`src/hdl/irpdt_pkg.sv`:
```
// Package for the pulse-distance infrared transmitter.
// Holds command codes, register indexes, phase type and default sizes.
// No dependencies.
package irpdt_pkg;

    localparam int unsigned CODE_BITS_DEF    = 24;
    localparam int unsigned ADDRESS_BITS_DEF = 8;

    localparam int unsigned CMD_W  = 2;
    localparam int unsigned CODE_W = 24;
    localparam int unsigned CFG_IDX_W  = 2;
    localparam int unsigned CFG_DATA_W = 8;
    localparam int unsigned TICK_W = 8;

    localparam logic [TICK_W-1:0] LEADER_MARK_RST  = 8'd16;
    localparam logic [TICK_W-1:0] LEADER_SPACE_RST = 8'd8;

    localparam logic [CMD_W-1:0] CMD_START   = 2'd0;
    localparam logic [CMD_W-1:0] CMD_TICK    = 2'd1;
    localparam logic [CMD_W-1:0] CMD_CARRIER = 2'd2;

    localparam logic [CFG_IDX_W-1:0] REG_LEADER_MARK  = 2'd0;
    localparam logic [CFG_IDX_W-1:0] REG_LEADER_SPACE = 2'd1;

    localparam logic [1:0] SPACE_ZERO = 2'd1;
    localparam logic [1:0] SPACE_ONE  = 2'd3;

    typedef enum logic [5:0] {
        PH_LEADER_MARK  = 6'b000001,
        PH_LEADER_SPACE = 6'b000010,
        PH_ADDRESS      = 6'b000100,
        PH_CODE         = 6'b001000,
        PH_STOP         = 6'b010000,
        PH_IDLE         = 6'b100000
    } t_phase;

endpackage

```
`src/hdl/ir_pulse_distance_transmitter_core.sv`:
```
// Pulse-distance infrared frame transmitter: event-driven frame sequencer,
// carrier gating and a registered result stage. Depends on irpdt_pkg.
// The result is registered and goes valid in the cycle after the request is accepted.
// Throughput: one request per cycle; a held result stalls input while i_ready is low.
// Reset (synchronous, active low) sends the sequencer idle, its pin level low,
// leader lengths to 16 and 8 ticks, and clears result valid; result data is not reset.
module ir_pulse_distance_transmitter_core
    import irpdt_pkg::*;
#(
    parameter int unsigned CODE_BITS    = CODE_BITS_DEF,
    parameter int unsigned ADDRESS_BITS = ADDRESS_BITS_DEF
) (
    input  logic                  i_clk,
    input  logic                  i_rst_n,
    input  logic                  i_valid,
    output logic                  o_ready,
    input  logic [CMD_W-1:0]      i_command,
    input  logic [CODE_W-1:0]     i_code,
    output logic                  o_valid,
    input  logic                  i_ready,
    output logic                  o_ir_pin,
    output logic                  o_busy_res,
    output logic                  o_mark_active,
    input  logic                  i_cfg_we,
    input  logic [CFG_IDX_W-1:0]  i_cfg_index,
    input  logic [CFG_DATA_W-1:0] i_cfg_data
);

    localparam int unsigned BL_W = $clog2(CODE_BITS + 1);

    logic [TICK_W-1:0]    r_leader_mark, r_leader_space;
    t_phase               r_phase, n_phase;
    logic [TICK_W-1:0]    r_tick_counter, n_tick_counter;
    logic [1:0]           r_space_left, n_space_left;
    logic [BL_W-1:0]      r_bits_left, n_bits_left;
    logic [CODE_BITS-1:0] r_code_shift, n_code_shift;
    logic                 r_envelope, n_envelope;
    logic                 r_carrier_level, n_carrier_level;
    logic                 r_blast_enable, n_blast_enable;
    logic                 r_pin_level, n_pin_level;
    logic                 r_out_valid;
    logic                 r_ir_pin, r_busy_res, r_mark_active;
    logic                 w_accept;
    logic [31:0]          w_code_ext;
    logic [TICK_W-1:0]    w_tick_inc;

    assign o_ready  = !r_out_valid || i_ready;
    assign w_accept = i_valid && o_ready;
    assign w_code_ext = {{(32 - CODE_W){1'b0}}, i_code};
    assign w_tick_inc = r_tick_counter + 8'd1;

    always_comb begin
        n_phase         = r_phase;
        n_tick_counter  = r_tick_counter;
        n_space_left    = r_space_left;
        n_bits_left     = r_bits_left;
        n_code_shift    = r_code_shift;
        n_envelope      = r_envelope;
        n_carrier_level = r_carrier_level;
        n_blast_enable  = r_blast_enable;
        n_pin_level     = r_pin_level;
        if (i_command == CMD_START) begin
            n_code_shift   = w_code_ext[CODE_BITS-1:0];
            n_bits_left    = BL_W'(CODE_BITS);
            n_phase        = PH_LEADER_MARK;
            n_tick_counter = '0;
            n_space_left   = '0;
            n_envelope     = 1'b0;
            n_blast_enable = 1'b1;
        end else if (i_command == CMD_TICK) begin
            unique case (r_phase)
                PH_LEADER_MARK: begin
                    n_envelope     = 1'b1;
                    n_tick_counter = w_tick_inc;
                    if (w_tick_inc == r_leader_mark) begin
                        n_tick_counter = '0;
                        n_phase        = PH_LEADER_SPACE;
                    end
                end
                PH_LEADER_SPACE: begin
                    n_envelope     = 1'b0;
                    n_tick_counter = w_tick_inc;
                    if (w_tick_inc == r_leader_space) begin
                        n_tick_counter = '0;
                        n_phase        = PH_ADDRESS;
                    end
                end
                PH_ADDRESS: begin
                    if (r_space_left != 2'd0) begin
                        n_envelope     = 1'b0;
                        n_space_left   = '0;
                        n_tick_counter = w_tick_inc;
                    end else begin
                        n_envelope   = 1'b1;
                        n_space_left = 2'd1;
                    end
                    if (n_tick_counter >= TICK_W'(ADDRESS_BITS)) begin
                        n_tick_counter = '0;
                        n_space_left   = '0;
                        n_envelope     = 1'b0;
                        n_phase        = PH_CODE;
                    end
                end
                PH_CODE: begin
                    if (r_space_left == 2'd0) begin
                        if (r_bits_left == '0) begin
                            n_tick_counter = '0;
                            n_phase        = PH_STOP;
                        end else begin
                            n_code_shift = r_code_shift << 1;
                            n_space_left = r_code_shift[CODE_BITS-1] ? SPACE_ONE : SPACE_ZERO;
                            n_envelope   = 1'b1;
                            n_bits_left  = r_bits_left - BL_W'(1);
                        end
                    end else begin
                        n_space_left = r_space_left - 2'd1;
                        n_envelope   = 1'b0;
                    end
                end
                PH_STOP: begin
                    if (r_tick_counter == '0) begin
                        n_envelope     = 1'b1;
                        n_tick_counter = 8'd1;
                    end else begin
                        n_envelope     = 1'b0;
                        n_phase        = PH_IDLE;
                        n_blast_enable = 1'b0;
                    end
                end
                PH_IDLE: begin
                end
                default: begin
                end
            endcase
        end else if (i_command == CMD_CARRIER) begin
            if (r_blast_enable) begin
                if (r_envelope) begin
                    n_carrier_level = !r_carrier_level;
                    n_pin_level     = !r_carrier_level;
                end else begin
                    n_pin_level = 1'b0;
                end
            end
        end
    end

    always_ff @(posedge i_clk) begin
        if (!i_rst_n) begin
            r_leader_mark  <= LEADER_MARK_RST;
            r_leader_space <= LEADER_SPACE_RST;
        end else if (i_cfg_we) begin
            if (i_cfg_index == REG_LEADER_MARK) begin
                r_leader_mark <= i_cfg_data;
            end else if (i_cfg_index == REG_LEADER_SPACE) begin
                r_leader_space <= i_cfg_data;
            end
        end
    end

    always_ff @(posedge i_clk) begin
        if (!i_rst_n) begin
            r_phase         <= PH_IDLE;
            r_tick_counter  <= '0;
            r_space_left    <= '0;
            r_bits_left     <= BL_W'(CODE_BITS);
            r_code_shift    <= '0;
            r_envelope      <= 1'b0;
            r_carrier_level <= 1'b0;
            r_blast_enable  <= 1'b0;
            r_pin_level     <= 1'b0;
        end else if (w_accept) begin
            r_phase         <= n_phase;
            r_tick_counter  <= n_tick_counter;
            r_space_left    <= n_space_left;
            r_bits_left     <= n_bits_left;
            r_code_shift    <= n_code_shift;
            r_envelope      <= n_envelope;
            r_carrier_level <= n_carrier_level;
            r_blast_enable  <= n_blast_enable;
            r_pin_level     <= n_pin_level;
        end
    end

    always_ff @(posedge i_clk) begin
        if (!i_rst_n) begin
            r_out_valid <= 1'b0;
        end else if (o_ready) begin
            r_out_valid <= i_valid;
        end
    end

    always_ff @(posedge i_clk) begin
        if (w_accept) begin
            r_ir_pin      <= n_pin_level;
            r_busy_res    <= n_blast_enable;
            r_mark_active <= n_envelope;
        end
    end

    assign o_valid       = r_out_valid;
    assign o_ir_pin      = r_ir_pin;
    assign o_busy_res    = r_busy_res;
    assign o_mark_active = r_mark_active;

`ifndef NO_ASSERTIONS
    a_env_needs_blast: assert property (@(posedge i_clk) disable iff (!i_rst_n)
        r_envelope |-> r_blast_enable)
        else $error("envelope on while carrier disarmed");

    a_idle_iff_disarmed: assert property (@(posedge i_clk) disable iff (!i_rst_n)
        (r_phase == PH_IDLE) == !r_blast_enable)
        else $error("idle phase and carrier arm disagree");

    a_space_in_bits: assert property (@(posedge i_clk) disable iff (!i_rst_n)
        (r_space_left != 2'd0) |-> (r_phase == PH_ADDRESS || r_phase == PH_CODE))
        else $error("space count outside bit phases");

    a_bits_bound: assert property (@(posedge i_clk) disable iff (!i_rst_n)
        r_bits_left <= BL_W'(CODE_BITS))
        else $error("bit count above code width");

    a_out_matches_state: assert property (@(posedge i_clk) disable iff (!i_rst_n)
        w_accept |=> (o_busy_res == r_blast_enable && o_mark_active == r_envelope))
        else $error("result register disagrees with sequencer state");
`endif

endmodule

```
`config.mk`:
```
export PLATFORM = sky130hd
export DESIGN_NAME = ir_pulse_distance_transmitter_core
export DESIGN_NICKNAME = d
export VERILOG_FILES = /design/src/hdl/irpdt_pkg.sv /design/src/hdl/ir_pulse_distance_transmitter_core.sv
export SDC_FILE = /design/constraint.sdc
export NUM_CORES = 1
export LEC_CHECK = 0
export ABC_AREA = 1
export BUFFER_PORTS_ARGS = -buffer_cell sky130_fd_sc_hd__buf_4
export CAP_MARGIN = 0
export CORE_MARGIN = 2
export CORE_UTILIZATION = 45
export CTS_CLUSTER_DIAMETER = 120
export DETAILED_ROUTE_END_ITERATION = 10
export MAX_ROUTING_LAYER = met4
export PLACE_DENSITY = 0.69
export REMOVE_ABC_BUFFERS = 1
export SETUP_SLACK_MARGIN = 0.5
export SLEW_MARGIN = 20
export SYNTH_ARGS = -nofsm -noshare
export SYNTH_HDL_FRONTEND = slang
export SYNTH_SLANG_ARGS = --single-unit
```
`constraint.sdc`:
```
create_clock -name i_clk -period 5.1 [get_ports i_clk]
set_input_delay 1.275 -clock i_clk [delete_from_list [all_inputs] [get_ports i_clk]]
set_output_delay 1.275 -clock i_clk [all_outputs]
set_load 0.03 [all_outputs]
```
==> results of run 1 <==
## per-layer routing
| metal | vias up | global-route usage |
|---|---|---|
| met5 | - | - |
| met4 | 0 | 0.0954 |
| met3 | 10 | 0.0261 |
| met2 | 83 | 0.330 |
| met1 | 1699 | 0.275 |
| li1 | 1911 | - |
## logic make-up after synthesis
logic type | synth area share
XOR/XNOR | 0.0117
AND/OR/NAND/NOR | 0.341
flip-flops | 0.379
adder cells (fa/ha/maj) | 0.0134
buffers and inverters | 0.0805
AO/OA/AOI/OAI | 0.175
## synthesized netlist by cell type, types with 4 or more instances
cell type | number | share of area
nand2_1 | 143 | 0.14
nor2_2 | 5 | 0.0084
clkbuf_1 | 17 | 0.017
ha_1 | 4 | 0.013
a21oi_1 | 33 | 0.044
dfxtp_1 | 66 | 0.35
nand3_1 | 50 | 0.067
inv_1 | 56 | 0.056
o21ai_0 | 49 | 0.066
nand4_1 | 12 | 0.020
nand2_2 | 15 | 0.025
nor2_1 | 44 | 0.044
a31oi_1 | 23 | 0.039
## sequential cells by signal, summed over array words and instances (netlist names), 2 cells and up
| register | cells |
|---|---|
| r_leader_mark | 8 |
| r_tick_counter | 8 |
| r_space_left | 2 |
| r_bits_left | 5 |
| r_leader_space | 8 |
| r_phase | 6 |
| r_code_shift | 24 |
## cell type report
class / count / area, sq um
well taps: 105 / 131
inverters: 59 / 221
multi-input cells: 405 / 2020
repair buffers: 47 / 353
clock inverters: 6 / 63.8
fillers: 766 / 3810
clock buffers: 10 / 128
flip-flops and latches: 69 / 1410
## worst reg2reg max path, stage by stage, from the launching register on
cell     delay (ns)
dfxtp_1        0.48
inv_2          0.15
ha_1           0.42
xnor2_1        0.18
nand2_1        0.07
nor2_1         0.12
nand3_1        0.10
nor2_1         0.10
nand3_1        0.14
nand2_2        0.17
nand2_1        0.12
nand2_1        0.08
nand2_1        0.05
nand2_1        0.06
a21oi_1        0.06
## power groups by stage
stage,combinational [uW],clock (uW),sequential (uW)
after CTS,134,448,576
after floorplan,75.4,0,591
after global placement,131,0,588
after global routing,152,472,579
final,133,438,576
after detailed placement,133,0,589
## how the worst max path moves through the flow
stage                            start           endpoint  depth (start not counted)
after global routing      i_command[1]  r_tick_counter[2]                         13
after floorplan           i_command[1]     r_bits_left[3]                          8
final                     i_command[1]  r_tick_counter[2]                         13
after CTS                 i_command[1]  r_tick_counter[2]                         13
after detailed placement  i_command[1]  r_tick_counter[2]                         13
after global placement    i_command[1]  r_tick_counter[2]                         13
## through the flow
step,std cells,power (uW),utilization
global placement,685,719,0.509
floorplan,533,666,-
detailed placement,685,722,0.509
global route,701,1200,0.532
finish,701,1150,0.532
CTS,701,1160,0.532
==> summary.md, run 1 <==
| Metric | Value |
|---|---|
| Nets@finish | 636 |
| CP max-delay cell | inv_1 |
| Crit path time final | 3.29 ns |
| Crit-path max FO | 30 |
| Max-slew violation count | 0 |
| Syn_area_per_cell | 6.74 sq um |
| Hold slack | 0.471 ns |
| Layout cell share with drive strength beyond 1 | 0.158 |
| First-pass DRT Iterations | 5 |
| CTS tree | built |
| Yosys cell types | 35 |
| Num Clock Sinks | 69 |
| Routed met2 length | 4.10 mm |
| Yosys reg bits | 69 |
| Most frequent cells in the layout | 143 x nand2_1, 66 x dfxtp_1, 56 x inv_1, 50 x nand3_1, 49 x o21ai_0 |
| Max-cap viol count | 0 |
| H-Tree Depth | 3 |
| Hold Path End | r_leader_space[4] |
| Final instance area | 4330 sq um |
| Final hold vios | 0 |
| First-pass GRT wire length | 14.9 mm |
| Share of power burned in registers | 0.502 |
| Post-DP HPWL | 6.23 mm |
| Pwr dens | 265 nW/um^2 |
| Vias in the first global route | 3,355 |
| Hold buffers post-CTS | 0 |
| Yosys warns | 0 |
| Die width | 95.0 microns |
| WL met1 | 4.00 mm |
| Number of synthesized flops with an enable pin | 3 |
| HP Start | r_leader_space[4] |
| Critical path type | primary input to register |
| Peak VDD IR | 142 uV |
| Die Y | 95.0 microns |
| Worst-path clk slew | 0.07 ns |
| RR Startpoint | r_tick_counter[0] |
| Worst setup SP type | primary input |
| P_int | 842 uW |
| Commonest non-fill, non-tap cell in the layout | nand2_1 |
| Leakage | 0.00185 uW |
| Routed len/inst | 12.3 microns |
| GRT Total Usage | 0.211 |
| WL final | 8.60 mm |
| Final worst slack | 1.81 ns |
| Site row count | 33 |
| Main synth FF type | dfxtp_1 |
| Placeable Area | 8130 sq um |
| GRT overflow | 0 |
| Final Setup Violations | 0 |
| Pre-CTS WS | 1.45 ns |
| Antenna violations before repair | 0 |
| Ys async rst share | 0 |
| Switch share | 0.266 |
| Max_slew headroom | 0.422 |
| Met3 routed WL | 354 microns |
| GPL Wtd Cong | 0.901 |
| Post_cts resized | 0 |
| Root Driver | clkbuf_8 |
| Crit path cell chain | buf_4, nor2_2, buf_4, inv_1, nand2_1, nor2_1, nor2_2, nand3_4, nor2_4, inv_1, a21oi_1, nand2_1, a21oi_1 |
| CTS Buf Count | 9 |
| CTS Buffer Depth | 2 |
| Full die area | 9030 sq um |
| Class of the tightest hold or removal check | register to register |
| PortBufs | 45 |
| Placed instance area | 4140 sq um |
| Fin crit share | 0.646 |
| Sw Pwr | 305 uW |
| Starting DRT DRC Count | 219 |
| Run status | finished clean |
| # IOs | 46 |
| Via count | 3,703 |
| Bufs and invs on worst path | 4 |
| Starting Density | 0.458 |
| Skew-Pair Late Insertion Delay | 0.35 ns |
| RSZ-0062 raised after global routing | false |
| R2r worst-path depth | 14 |
| CP peak stage delay | 0.46 ns |
| Largest net degree at the start of global routing | 47 |
| Crit path DAT | 3.56 ns |
| Crit path required time | 5.37 ns |
| Setup Total Neg Slack | 0 ns |
| Tightest Pin Transition | 0.867 ns |
| Clock power share | 0.382 |
| Crit Reg-Reg Endpoint | r_tick_counter[2] |
| Seq/Total Area, Yosys | 0.379 |
| Power share of the combinational group | 0.116 |
| Vias/cell | 5.28 |
| # diodes | 0 |
| P&R area growth vs syn | 16.1% |
| Max Clock Freq | 304 MHz |
| Critical Path Sink Type | register |
| Syn Std Cell Area | 3730 sq um |
| Post-CTS Setup Inserts | 0 |
| DRC | 0 |
| Worst reg-to-reg setup slack | 2.67 ns |
| Top layer in use | met4 |
| Hold path cells | 2 |
| Critical path's top delay family | simple AND/OR/NAND/NOR gates |
| Syn Inst Count | 553 |
| Antenna-violating nets left | 0 |
| Worst-case clock skew | 0.0106 ns |
Note: power is estimated with default switching activity, not from simulation.
==> inputs of run 2 (changes only) <==
Settings changed: PLACE_DENSITY 0.69 to 0.72.
Clock period 5.1 ns to 2.9 ns, I/O delays scaled along.
==> run 2 against run 1 <==
Compared with the run above: flip-flop and latch count unchanged; worst setup slack got worse by 1.1 ns; largest cell class unchanged; first-iteration DRC count fell by 7.8%; register-to-register slack worse by 2.0 ns; clock skew shrank 0.0023 ns; critical path type is now register to register; via count is 1.2% lower; utilization rose by 0.49 points; clock-buffer cell count decreased by 1; largest power group unchanged; routed wire length grew 1.2%; critical path depth is 1 lower; highest routed layer unchanged.
==> summary.md, run 2 (synthesis gave the netlist of run 1 again) <==
| Metric | Value |
|---|---|
| WL final | 8.70 mm |
| Layout cell share with drive strength beyond 1 | 0.162 |
| Crit path time final | 2.21 ns |
| Fin crit share | 0.761 |
| Total power | 2120 uW |
| Full die area | 9030 sq um |
| Peak VDD IR | 258 uV |
| Final hold vios | 0 |
| Crit Reg-Reg Endpoint | r_phase[5] |
| Post-DP HPWL | 6.48 mm |
| Routed len/inst | 12.4 microns |
| RR Startpoint | r_tick_counter[1] |
| Max-slew violation count | 0 |
| Vias in the first global route | 3,461 |
| CTS Buf Count | 9 |
| Worst setup SP type | register |
| Vias/cell | 5.21 |
| Max-cap viol count | 0 |
| First-pass DRT Iterations | 5 |
| HP Start | r_code_shift[0] |
| Critical Path Sink Type | register |
| Max FFs per register | 24 |
| Worst-path clk slew | 0.08 ns |
| DRC | 0 |
| Largest register by flop count | r_code_shift |
| Placeable Area | 8130 sq um |
| Post-CTS Setup Inserts | 0 |
| Tightest Pin Transition | 0.713 ns |
| Die Y | 95.0 microns |
| Largest net degree at the start of global routing | 50 |
| Commonest non-fill, non-tap cell in the layout | nand2_1 |
| PortBufs | 45 |
| Worst reg-to-reg setup slack | 0.69 ns |
| Hold buffers post-CTS | 0 |
| Most frequent cells in the layout | 143 x nand2_1, 65 x dfxtp_1, 56 x inv_1, 50 x nand3_1, 49 x o21ai_0 |
| Pre-CTS WS | 0.495 ns |
| Leakage | 0.00188 uW |
| Skew-Pair Late Insertion Delay | 0.35 ns |
| Setup Total Neg Slack | 0 ns |
| CTS Buffer Depth | 2 |
| Finished Layout Cells | 702 |
| Max_slew headroom | 0.524 |
| # IOs | 46 |
| Hold path cells | 2 |
| Starting Density | 0.458 |
| H-Tree Depth | 3 |
| RSZ-0062 raised after global routing | false |
| GRT Total Usage | 0.215 |
| Worst-case clock skew | 0.00827 ns |
| Site row count | 33 |
| Die width | 95.0 microns |
| Antenna violations before repair | 0 |
| Placed Instances | 686 |
| P&R area growth vs syn | 17.1% |
| Crit path DAT | 2.41 ns |
| Placed instance area | 4140 sq um |
| Pwr dens | 485 nW/um^2 |
| Final worst slack | 0.694 ns |
| First-pass GRT wire length | 15.1 mm |
| Antenna-violating nets left | 0 |
| Run status | finished clean |
| # diodes | 0 |
| Final instance area | 4370 sq um |
| Crit-path max FO | 6 |
| R2r worst-path depth | 12 |
| Final Setup Violations | 0 |
| Crit path required time | 3.11 ns |
| Class of the tightest hold or removal check | register to register |
| CTS tree | built |
| Critical path type | register to register |
| Via count | 3,658 |
| Num Clock Sinks | 69 |
| GRT overflow | 0 |
| Hold Path End | r_code_shift[0] |
| Starting DRT DRC Count | 202 |
| Nets@finish | 637 |
| GPL Wtd Cong | 0.908 |
| Max Clock Freq | 453 MHz |
| Root Driver | clkbuf_8 |
| Post_cts resized | 0 |
run 2: changes by cell type in the layout (fill, tap and decap cells not counted):
cell / before / now
clkinvlp_4: 2 / 1
inv_6: 0 / 1
buf_4: 47 / 48
bufinv_16: 1 / 2
dfxtp_2: 0 / 1
dfxtp_1: 66 / 65
clkinv_4: 1 / 2
clkinv_2: 2 / 1
clkbuf_1: 1 / 0
run 2: report_power, final:
group,internal (uW),total (uW),switching [uW]
logic,95.0,236,141
registers,992,1010,22.4
clock network,488,869,381
run 2: cell type report:
cell class | count | area, sq um
well taps | 105 | 131
flip-flops and latches | 69 | 1410
repair buffers | 48 | 360
multi-input cells | 405 | 2020
inverters | 59 | 221
clock buffers | 9 | 124
clock inverters | 7 | 98.8
fillers | 799 | 3770
run 2: how the worst max path moves through the flow:
stage                                 start                end  slack [ns]
after floorplan                i_command[1]     r_bits_left[3]       -0.90
after global placement         i_command[1]  r_tick_counter[2]        0.56
after detailed placement       i_command[1]  r_tick_counter[2]        0.50
after CTS                 r_tick_counter[0]         r_phase[5]        0.62
after global routing      r_tick_counter[1]  r_tick_counter[1]        0.52
final                     r_tick_counter[1]         r_phase[5]        0.69
run 2: metrics by stage:
| stage | util | hold slack (ns) |
|---|---|---|
| detailed placement | 0.509 | 0.463 |
| finish | 0.537 | 0.470 |
| floorplan | - | 0.441 |
| CTS | 0.537 | 0.476 |
| global placement | 0.509 | 0.454 |
| global route | 0.537 | 0.499 |
run 2: worst max-delay path, cell delays in order, from the launching register on:
cell and delay, ns:
dfxtp_1 0.42, inv_1 0.09, ha_1 0.39, xnor2_1 0.15, nand2_1 0.07, nor2_1 0.14
nand3_1 0.10, nor2_2 0.15, nand3_2 0.13, nand2_2 0.13, nand3_4 0.12, nand3_1 0.10
nand3_1 0.09
run 2: layer usage:
| metal | GRT usage | routed length [microns] | vias to the layer above | part of all wire |
|---|---|---|---|---|
| met3 | 0.0395 | 388 | 11 | 0.045 |
| li1 | - | - | 1909 | - |
| met1 | 0.274 | 4050 | 1658 | 0.47 |
| met4 | 0.0676 | 120 | 0 | 0.014 |
| met2 | 0.349 | 4140 | 80 | 0.48 |
| met5 | - | 0 | - | 0 |
==> inputs of run 3 (changes only) <==
Clock period 2.9 ns to 2 ns, I/O delays scaled along.
==> run 3 against run 2 <==
Compared with the run above: the flow now finishes with violations (setup timing); routed wire length rose by 86%; largest power group unchanged; clock power is 57% higher; highest routed layer unchanged; sequential share of layout area is 8.5 points lower; cell count rose by 12%; worst hold slack worse by 0.092 ns; clock skew rose by 0.0016 ns; maximum frequency about the same; clock-buffer cell count rose by 2; flip-flop and latch count stayed put; die area did not move.
==> summary.md, run 3 (synthesis gave the netlist of run 1 again) <==
| Metric | Value |
|---|---|
| Run status | finished, violations left |
| Failing checks | setup timing |
| CP max-delay cell | dfxtp_4 |
| Num Clock Sinks | 69 |
| Worst reg-to-reg setup slack | -0.21 ns |
| Critical Path Sink Type | register |
| Max Clock Freq | 453 MHz |
| Crit path capture | r_phase[3] |
| Post-DP HPWL | 6.71 mm |
| Starting DRT DRC Count | 638 |
| Peak VDD IR | 472 uV |
| Critical path type | register to register |
| Max-cap viol count | 0 |
| Most frequent cells in the layout | 118 x nand2_1, 92 x buf_4, 50 x dfxtp_1, 48 x inv_1, 32 x nor2_1 |
| Max-slew violation count | 0 |
| Vias/cell | 6.26 |
| Antenna-violating nets left | 0 |
| GPL Wtd Cong | 0.978 |
| RR Startpoint | r_tick_counter[0] |
| Layout cell share with drive strength beyond 1 | 0.440 |
| Root Driver | clkbuf_8 |
| Starting Density | 0.458 |
| GRT overflow | 0 |
| Worst setup SP type | register |
| Hold slack | 0.378 ns |
| Tightest Pin Transition | 0.523 ns |
| Final Util | 0.746 |
| Fin crit share | 1.10 |
| Site row count | 33 |
| Pwr dens | 565 nW/um^2 |
| Antenna violations before repair | 0 |
| Class of the tightest hold or removal check | primary input to register |
| Nets@finish | 718 |
| Placeable Area | 8130 sq um |
| PortBufs | 45 |
| Placed Instances | 710 |
| Crit path DAT | 2.49 ns |
| # IOs | 46 |
| Max FFs per register | 24 |
| Leakage | 0.00250 uW |
| Largest register by flop count | r_code_shift |
| Via count | 4,902 |
| Critical Path Source | r_tick_counter[0] |
| Final hold vios | 0 |
| Crit path cell chain | inv_4, buf_6, nor2_8, nand2_1, nand2_2, nand3_1, nor2_1, nand2_1, nand2_2, a21oi_4, nand3_4, nand3_1, a21oi_1 |
| Critical path's top delay family | simple AND/OR/NAND/NOR gates |
| CTS Buf Count | 9 |
| Max_slew headroom | 0.651 |
| Final worst slack | -0.208 ns |
| GRT Total Usage | 0.294 |
| Die width | 95.0 microns |
| CTS tree | built |
| CTS Buffer Depth | 2 |
| RSZ-0062 raised after global routing | true |
| Worst-case clock skew | 0.00986 ns |
| Pre-CTS WS | -0.0428 ns |
| P&R area growth vs syn | 62.8% |
| # diodes | 0 |
| Crit Reg-Reg Endpoint | r_phase[3] |
| Commonest non-fill, non-tap cell in the layout | nand2_1 |
| Crit path required time | 2.28 ns |
| WL final | 16.2 mm |
| Routed len/inst | 20.7 microns |
| Vias in the first global route | 4,328 |
| R2r worst-path depth | 13 |
| Crit path time final | 2.21 ns |
| Total power | 3430 uW |
| DRC | 0 |
| Skew-Pair Late Insertion Delay | 0.37 ns |
| First-pass DRT Iterations | 8 |
| Worst-path clk slew | 0.08 ns |
| Layout fillers | 480 |
| H-Tree Depth | 3 |
| CP peak stage delay | 0.39 ns |
| Bufs and invs on worst path | 2 |
| Crit-path max FO | 7 |
| Full die area | 9030 sq um |
| Crit. path cell count | 13 |
| FF+latch area | 1440 sq um |
| First-pass GRT wire length | 20.2 mm |
| Finished Layout Cells | 783 |
| Largest net degree at the start of global routing | 29 |
| Final Setup Violations | 13 |
| Multi-input logic area | 2760 sq um |
| Die Y | 95.0 microns |
-- run 3: metrics by stage --
step                      setup TNS [ns]  cell area [sq um]
after floorplan                   -57.13               3650
after global placement          -0.00397               4340
after detailed placement          -0.245               4340
after CTS                              0               5350
after global routing               -2.26               6070
final                              -1.21               6070
-- run 3: per-layer routing --
layer,track usage,routed length (microns),vias to the layer above
met2,0.487,7780,414
met5,-,0,-
met3,0.0688,1570,160
met4,0.140,1430,0
met1,0.335,5400,2245
li1,-,-,2083
-- run 3: worst min-delay path by stage --
stage	start	end	slack (ns)	depth (start not counted)
floorplan	r_code_shift[0]	r_code_shift[0]	0.44	2
global placement	r_leader_mark[3]	r_leader_mark[3]	0.45	2
detailed placement	r_bits_left[0]	r_bits_left[0]	0.46	2
CTS	i_cfg_data[4]	r_leader_mark[4]	0.38	3
global route	i_cfg_data[3]	r_leader_space[3]	0.39	3
finish	i_cfg_data[0]	r_leader_mark[0]	0.38	3
-- run 3: cell type report --
class                   count  share of cell area
repair buffers            129               0.208
multi-input cells         405               0.454
clock inverters             5              0.0134
well taps                 105              0.0216
flip-flops and latches     69               0.238
clock buffers              11              0.0249
inverters                  59              0.0396
-- run 3: timing repair --
item                                    4_1_cts  5_1_grt
cloned                                        6        1
pin swaps                                    31       39
resized for setup                           103      129
hold buffers                                  0        0
buffers inserted                             36       14
endpoints found under the setup margin       48       49
-- run 3: where the power goes --
part	switching, uW	internal, uW	leakage [uW]
Clock	586	771	0.000112
Sequential	46.6	1440	0.000575
Combinational	337	253	0.00181
-- run 3: worst reg2reg max path, stage by stage, from the launching register on --
cell and delay [ns]:
dfxtp_4 0.39, inv_4 0.05, buf_6 0.13, nor2_8 0.19, nand2_1 0.11, nand2_2 0.11, nand3_1 0.12, nor2_1 0.16
nand2_1 0.11, nand2_2 0.16, a21oi_4 0.11, nand3_4 0.13, nand3_1 0.13, a21oi_1 0.22
